[src/u2e_pkg.sv]
// Shared types, codes and a helper function for the UTF-8 to UCS-2 decoder.
package u2e_pkg;

   typedef enum logic [2:0] {
      PH_IDLE = 3'd0,
      PH_CONT = 3'd1,
      PH_ESC  = 3'd2,
      PH_HEX  = 3'd3,
      PH_SKIP = 3'd4
   } phase_type;

   localparam logic [1:0] KIND_UNIT  = 2'd0;
   localparam logic [1:0] KIND_DONE  = 2'd1;
   localparam logic [1:0] KIND_ERROR = 2'd2;

   localparam logic [1:0] ERR_NONE     = 2'd0;
   localparam logic [1:0] ERR_UTF8     = 2'd1;
   localparam logic [1:0] ERR_OVERFLOW = 2'd2;
   localparam logic [1:0] ERR_ESCAPE   = 2'd3;

   localparam logic CSR_ESCAPES_ON = 1'b0;
   localparam logic CSR_OUT_MAX    = 1'b1;

   localparam logic [15:0] OUT_MAX_RESET = 16'd70;

   localparam logic [7:0] CH_NUL       = 8'h00;
   localparam logic [7:0] CH_QUOTE     = 8'h22;
   localparam logic [7:0] CH_BACKSLASH = 8'h5C;
   localparam logic [7:0] CH_N         = 8'h6E;
   localparam logic [7:0] CH_R         = 8'h72;
   localparam logic [7:0] CH_U         = 8'h75;
   localparam logic [15:0] UNIT_LF     = 16'h000A;
   localparam logic [15:0] UNIT_CR     = 16'h000D;

   typedef struct packed {
      phase_type   phase;
      logic [15:0] acc;
      logic [2:0]  remaining;
      logic [15:0] units;
   } dec_state_type;

   typedef struct packed {
      logic        valid;
      logic [15:0] code_unit;
      logic [1:0]  kind;
      logic [1:0]  error_code;
      logic [15:0] unit_count;
      logic        last;
   } dec_result_type;

   typedef struct packed {
      logic        escapes_on;
      logic [15:0] out_max;
   } csr_type;

   // Returns {valid, digit value} for one ASCII hex digit.
   function automatic logic [4:0] hex_digit(input logic [7:0] b);
      logic [4:0] r;
      r = 5'd0;
      if (b >= 8'h30 && b <= 8'h39) begin
         r = {1'b1, 4'(b - 8'h30)};
      end else if (b >= 8'h61 && b <= 8'h66) begin
         r = {1'b1, 4'(b - 8'h57)};
      end else if (b >= 8'h41 && b <= 8'h46) begin
         r = {1'b1, 4'(b - 8'h37)};
      end
      return r;
   endfunction

endpackage

[src/u2e_csr.sv]
// Configuration registers of the decoder.
module u2e_csr (
   input  logic              clock,
   input  logic              reset,
   input  logic              csr_wr_en,
   input  logic              csr_index,
   input  logic [15:0]       csr_wdata,
   output u2e_pkg::csr_type  csr
);
   import u2e_pkg::*;

   logic        escapes_on_ff;
   logic        escapes_on_in;
   logic [15:0] out_max_ff;
   logic [15:0] out_max_in;

   always_comb begin
      escapes_on_in = escapes_on_ff;
      out_max_in    = out_max_ff;
      if (csr_wr_en) begin
         case (csr_index)
            CSR_ESCAPES_ON: escapes_on_in = csr_wdata[0];
            CSR_OUT_MAX:    out_max_in    = csr_wdata;
            default:        ;
         endcase
      end
   end

   always_ff @(posedge clock) begin
      if (reset) begin
         escapes_on_ff <= 1'b0;
         out_max_ff    <= OUT_MAX_RESET;
      end else begin
         escapes_on_ff <= escapes_on_in;
         out_max_ff    <= out_max_in;
      end
   end

   assign csr.escapes_on = escapes_on_ff;
   assign csr.out_max    = out_max_ff;

endmodule

[src/u2e_decode.sv]
// Combinational decode step: next decoder state and result for one byte.
module u2e_decode (
   input  u2e_pkg::dec_state_type  cur,
   input  u2e_pkg::csr_type        csr,
   input  logic [7:0]              data_byte,
   output u2e_pkg::dec_state_type  nxt,
   output u2e_pkg::dec_result_type res
);
   import u2e_pkg::*;

   logic        is_nul;
   logic        full;
   logic [4:0]  hex;
   logic [15:0] acc_cont;
   logic [15:0] acc_hex;
   logic [2:0]  rem_dec;

   assign is_nul   = (data_byte == CH_NUL);
   assign full     = (cur.units >= csr.out_max);
   assign hex      = hex_digit(data_byte);
   assign acc_cont = {cur.acc[9:0], data_byte[5:0]};
   assign acc_hex  = {cur.acc[11:0], hex[3:0]};
   assign rem_dec  = cur.remaining - 3'd1;

   always_comb begin
      logic        do_deliver;
      logic [15:0] unit;
      logic        do_fail;
      logic [1:0]  fail_code;
      logic        fail_end;

      do_deliver = 1'b0;
      unit       = 16'd0;
      do_fail    = 1'b0;
      fail_code  = ERR_NONE;
      fail_end   = 1'b0;
      nxt        = cur;
      res        = '0;

      case (cur.phase)
         PH_SKIP: begin
            if (is_nul) begin
               nxt.phase = PH_IDLE;
               nxt.units = 16'd0;
            end
         end
         PH_CONT: begin
            if (data_byte < 8'h80 || data_byte > 8'hBF) begin
               do_fail   = 1'b1;
               fail_code = ERR_UTF8;
               fail_end  = is_nul;
            end else begin
               nxt.acc       = acc_cont;
               nxt.remaining = rem_dec;
               if (rem_dec == 3'd0) begin
                  do_deliver = 1'b1;
                  unit       = acc_cont;
               end
            end
         end
         PH_ESC: begin
            if (data_byte == CH_QUOTE || data_byte == CH_BACKSLASH) begin
               do_deliver = 1'b1;
               unit       = {8'd0, data_byte};
            end else if (data_byte == CH_N) begin
               do_deliver = 1'b1;
               unit       = UNIT_LF;
            end else if (data_byte == CH_R) begin
               do_deliver = 1'b1;
               unit       = UNIT_CR;
            end else if (data_byte == CH_U) begin
               nxt.phase     = PH_HEX;
               nxt.acc       = 16'd0;
               nxt.remaining = 3'd4;
            end else begin
               do_fail   = 1'b1;
               fail_code = ERR_ESCAPE;
               fail_end  = is_nul;
            end
         end
         PH_HEX: begin
            if (!hex[4]) begin
               do_fail   = 1'b1;
               fail_code = ERR_ESCAPE;
               fail_end  = is_nul;
            end else begin
               nxt.acc       = acc_hex;
               nxt.remaining = rem_dec;
               if (rem_dec == 3'd0) begin
                  do_deliver = 1'b1;
                  unit       = acc_hex;
               end
            end
         end
         default: begin
            // Idle, and any unused phase code, starts a character or escape or ends the string.
            nxt.phase = PH_IDLE;
            if (is_nul) begin
               res.valid      = 1'b1;
               res.kind       = KIND_DONE;
               res.unit_count = cur.units;
               res.last       = 1'b1;
               nxt.units      = 16'd0;
               nxt.acc        = 16'd0;
               nxt.remaining  = 3'd0;
            end else if (data_byte == CH_BACKSLASH && csr.escapes_on) begin
               nxt.phase = PH_ESC;
            end else if (data_byte < 8'h80) begin
               do_deliver = 1'b1;
               unit       = {8'd0, data_byte};
            end else if (data_byte < 8'hC0 || data_byte > 8'hEF) begin
               do_fail   = 1'b1;
               fail_code = ERR_UTF8;
            end else begin
               nxt.acc       = {11'd0, data_byte[4:0]};
               nxt.remaining = (data_byte >= 8'hE0) ? 3'd2 : 3'd1;
               nxt.phase     = PH_CONT;
            end
         end
      endcase

      if (do_deliver && full) begin
         do_fail   = 1'b1;
         fail_code = ERR_OVERFLOW;
         fail_end  = 1'b0;
      end

      if (do_fail) begin
         res.valid      = 1'b1;
         res.code_unit  = 16'd0;
         res.kind       = KIND_ERROR;
         res.error_code = fail_code;
         res.unit_count = cur.units;
         res.last       = 1'b1;
         nxt.units      = 16'd0;
         nxt.acc        = 16'd0;
         nxt.remaining  = 3'd0;
         nxt.phase      = fail_end ? PH_IDLE : PH_SKIP;
      end else if (do_deliver) begin
         res.valid      = 1'b1;
         res.code_unit  = unit;
         res.kind       = KIND_UNIT;
         res.error_code = ERR_NONE;
         res.unit_count = cur.units + 16'd1;
         res.last       = 1'b0;
         nxt.units      = cur.units + 16'd1;
         nxt.acc        = 16'd0;
         nxt.remaining  = 3'd0;
         nxt.phase      = PH_IDLE;
      end
   end

endmodule

[src/utf8_to_ucs2_with_escapes_core.sv]
// Top level of the UTF-8 to UCS-2 decoder with backslash escapes.
//
// The core takes one string byte per request and accepts a new byte in every
// cycle as long as the result side keeps up. A byte goes into an input
// register, is decoded by a single step of compare and shift logic against
// the decoder state, and its result, if it has one, lands in the output
// register: the result of a byte accepted at one clock edge is presented from
// the next edge on, unless an earlier result is still held there by a stall.
// Bytes in the middle of a multi-byte sequence or an escape, and bytes
// skipped after an error, give no result. A zero byte between characters
// ends the string with a done result carrying the code unit count.
// Configuration registers may be written only while no request is in flight.
module utf8_to_ucs2_with_escapes_core (
   input  logic        clock,
   input  logic        reset,
   input  logic        req_valid,
   output logic        req_stall,
   input  logic [7:0]  req_data_byte,
   output logic        rsp_valid,
   input  logic        rsp_stall,
   output logic [15:0] rsp_code_unit,
   output logic [1:0]  rsp_kind,
   output logic [1:0]  rsp_error_code,
   output logic [15:0] rsp_unit_count,
   output logic        rsp_last,
   input  logic        csr_wr_en,
   input  logic        csr_index,
   input  logic [15:0] csr_wdata
);
   import u2e_pkg::*;

   csr_type        csr;
   dec_state_type  state_ff;
   dec_state_type  state_in;
   dec_result_type res;

   logic           in_valid_ff;
   logic [7:0]     in_byte_ff;
   logic           rsp_valid_ff;
   dec_result_type rsp_ff;
   logic           advance;
   logic           step;

   u2e_csr u_csr (
      .clock     (clock),
      .reset     (reset),
      .csr_wr_en (csr_wr_en),
      .csr_index (csr_index),
      .csr_wdata (csr_wdata),
      .csr       (csr)
   );

   u2e_decode u_decode (
      .cur       (state_ff),
      .csr       (csr),
      .data_byte (in_byte_ff),
      .nxt       (state_in),
      .res       (res)
   );

   assign advance   = !rsp_valid_ff || !rsp_stall;
   assign step      = in_valid_ff && advance;
   assign req_stall = in_valid_ff && !advance;

   always_ff @(posedge clock) begin
      if (reset) begin
         in_valid_ff    <= 1'b0;
         rsp_valid_ff   <= 1'b0;
         state_ff.phase <= PH_IDLE;
         state_ff.acc   <= 16'd0;
         state_ff.remaining <= 3'd0;
         state_ff.units <= 16'd0;
      end else begin
         if (!req_stall) begin
            in_valid_ff <= req_valid;
         end
         if (advance) begin
            rsp_valid_ff <= in_valid_ff && res.valid;
         end
         if (step) begin
            state_ff <= state_in;
         end
      end
   end

   always_ff @(posedge clock) begin
      if (!req_stall) begin
         in_byte_ff <= req_data_byte;
      end
      if (step && res.valid) begin
         rsp_ff <= res;
      end
   end

   assign rsp_valid      = rsp_valid_ff;
   assign rsp_code_unit  = rsp_ff.code_unit;
   assign rsp_kind       = rsp_ff.kind;
   assign rsp_error_code = rsp_ff.error_code;
   assign rsp_unit_count = rsp_ff.unit_count;
   assign rsp_last       = rsp_ff.last;

endmodule

[config.mk]
export PLATFORM = sky130hd
export DESIGN_NAME = utf8_to_ucs2_with_escapes_core
export DESIGN_NICKNAME = d
export VERILOG_FILES = /design/src/u2e_pkg.sv /design/src/u2e_csr.sv /design/src/u2e_decode.sv /design/src/utf8_to_ucs2_with_escapes_core.sv
export SDC_FILE = /design/constraint.sdc
export NUM_CORES = 1
export LEC_CHECK = 0
export ABC_AREA = 1
export BUFFER_PORTS_ARGS = -buffer_cell sky130_fd_sc_hd__buf_2
export CAP_MARGIN = 10
export CORE_MARGIN = 1.5
export CORE_UTILIZATION = 40
export DETAILED_ROUTE_END_ITERATION = 10
export HOLD_SLACK_MARGIN = 0.02
export PLACE_DENSITY = 0.7
export SETUP_SLACK_MARGIN = 0.05
export SYNTH_ARGS = -nofsm -noshare
export SYNTH_HDL_FRONTEND = slang
export SYNTH_SLANG_ARGS = --single-unit
[constraint.sdc]
create_clock -name clock -period 3.6 [get_ports clock]
set_input_delay 0.36 -clock clock [delete_from_list [all_inputs] [get_ports clock]]
set_output_delay 0.36 -clock clock [all_outputs]
set_load 0.03 [all_outputs]
==> flow_summary.ini <==
[run_status]
status = finished, final reports clean

[synthesis]
ys_types = 42
synth.cell_area_mm2 = 0.005473
yosysWarnings = 0
yosysSeqAreaShare = 0.4408
synth_edf_count = 45
syn_nets = 749
ys_ff_latch = 98
synth_cells = 696
avgSynthCellArea_um2 = 7.863
async_flop_share = 0
synthFlopType = dfxtp_1

[global_route]
grt_pass1_vias = 4605
grt_overflow = 0
grt_pass1_wl_um = 22690
grt_usage = 0.2003
grt_max_degree = 44
grt_antenna_before_repair = 0

[floorplanning]
chipWidth_um = 120.0
start_util = 0.4116
rows = 42
dieArea_mm2 = 0.01439
num_io_pins = 69
core_mm2 = 0.01330
die_y_um = 120.0

[routing]
viasPerCell = 5.140
drtIter0Drc = 391
drtPass1Iterations = 5
num_vias = 4826
routed_wl_um = 13740
routedWlPerCell_um = 14.63
drc = 0
drtAntennaViolNets = 0

[timing]
drv_slew = 0
fin_skew_ns = 0.01027
worst_pin_slew_ns = 0.8634
fin_crit_ns = 3.002
worst_slack_ns = 0.5977
rsz0062_at_grt = false
finalSetupViolations = 0
finalSetupTns_ns = 0
clock.fmax_mhz = 333.1
min_period_over_period = 0.8340
hold_viol_final = 0
relSlewSlack = 0.4230

[clock_tree]
cts-root-buf = clkbuf_16
post_cts_resize_count = 0
cts_htree_levels = 3
numCtsBuffers = 9
cts_setup_buffers = 0
clk_transition_reported_paths_ns = 0.07
cts_buffer_depth = 2
clock_latency_ns = 0.36
cts_hold_buf = 0
tritoncts = yes
cts.sinks = 98

[power]
ir_drop_v = 0.0002406
power.total_mw = 2.838
power.density_mw_per_mm2 = 454.2
power.leakage_nw = 2.647

[setup_path]
critPathTopFamily = simple AND/OR/NAND/NOR gates
crit_path_start_kind = flop
crit_path_top_delay_cell = edfxtp_1
endpoint_kind = flop
worstSetupPathType = flop to flop
cp_common_cell = inv_1
crit_path_max_incr_delay_ns = 0.48
required_ns = 3.70
path_cells = inv_1, ha_1, inv_1, nand3_1, nand4_2, nand2_2, nand3_4, nand4_4, nand2_4, nand3_2, buf_4, nor2_1, o21bai_1
cp_num_buf_inv = 3
critPathMaxFanout = 19
cp_data_arrival_time_ns = 3.10

[finish]
nFillCells = 1326
fin_area_mm2 = 0.006248
layout_common_cells = 129 x nand2_1, 92 x nor2_1, 82 x inv_1
fin_nets = 811
n_antenna_cell = 0
area_growth_pct = 14.17
final_common_cell = nand2_1
layout-drive-gt1-share = 0.1678
fin_util = 0.4700

[placed_design]
dpl_cell_area_mm2 = 0.005959
place_ws_ns = 0.6357
place_hpwl_um = 9926
port_buffers = 68
gpl.final_weighted_congestion = 0.9159

[job]
drv_cap = 0

[worst_hold_path]
holdCritPathClass = input pin to flop
==> cells in the mapped netlist, types with 3 or more instances <==
cell type / count / area [µm²]
nand2_1: 129 / 484.2
nor2_1: 92 / 345.3
inv_1: 82 / 307.8
a21oi_1: 55 / 275.3
dfxtp_1: 53 / 1061
o21ai_0: 46 / 230.2
edfxtp_1: 45 / 1351
nand3_1: 41 / 205.2
o22ai_1: 28 / 175.2
ha_1: 23 / 287.8
xor2_1: 11 / 96.34
nand2_2: 10 / 62.56
inv_2: 8 / 30.03
buf_2: 7 / 35.03
nor3_1: 7 / 35.03
clkbuf_1: 6 / 22.52
nand4_1: 6 / 37.54
nor2_4: 6 / 67.56
nand3_2: 4 / 40.04
nor2_2: 4 / 25.02
buf_4: 3 / 22.52
buf_6: 3 / 33.78
o211ai_1: 3 / 22.52
==> logic make-up after synthesis <==
kind of cell / synth area share
fa+ha+maj: 0.05258
buf+inv: 0.08459
xor+xnor: 0.01760
simple gates: 0.2588
compound gates: 0.1456
flops: 0.4408
==> area by class of cell <==
cell class / instances / area [µm²] / share of cell area
Clock buffer: 11 / 252.7 / 0.04045
Sequential cell: 98 / 2412 / 0.3861
Tap cell: 176 / 220.2 / 0.03524
Multi-Input combinational cell: 486 / 2603 / 0.4165
Clock inverter: 5 / 36.28 / 0.005807
Timing Repair Buffer: 72 / 382.9 / 0.06127
Inverter: 91 / 341.6 / 0.05467
==> registers in the layout (all words and copies together) (netlist names), 2 cells and up <==
| signal | cells |
|---|---|
| rsp_error_code | 2 |
| in_byte_ff | 8 |
| rsp_code_unit | 16 |
| u_csr.out_max_ff | 16 |
| rsp_unit_count | 16 |
| state_ff | 34 |
| rsp_kind | 2 |
==> stage by stage <==
| stage | instances | hold WS (ns) |
|---|---|---|
| floorplan | 696 | 0.4348 |
| global placement | 923 | 0.4528 |
| detailed placement | 923 | 0.4587 |
| CTS | 939 | 0.1758 |
| global route | 939 | 0.1745 |
| finish | 939 | 0.1774 |
==> power by group <==
part           internal, mW  leakage [nW]  switching [mW]
combinational         0.179          1.63           0.415
sequential             1.25         0.880          0.0555
clock                 0.509         0.136           0.432
==> path summary, 6_finish.rpt <==
check                           depth (start not counted)  slack [ns]              endpoint                  from
worst min-delay path                                    1        0.18         in_byte_ff[7]      req_data_byte[7]
worst max register to register                         13        0.60     rsp_unit_count[0]         in_byte_ff[0]
worst max-delay path                                   13        0.60     rsp_unit_count[0]         in_byte_ff[0]
worst min register to register                          2        0.47  u_csr.out_max_ff[12]  u_csr.out_max_ff[12]
==> layer usage <==
layer  vias up  GRT usage  routed length [µm]
met5         -          0                   0
li1       2447          -                   -
met2       158     0.2911                5846
met1      2201     0.2899                6687
met4         0    0.07515                 255
met3        20    0.04373                 950
(Power assumes the default switching activity.)
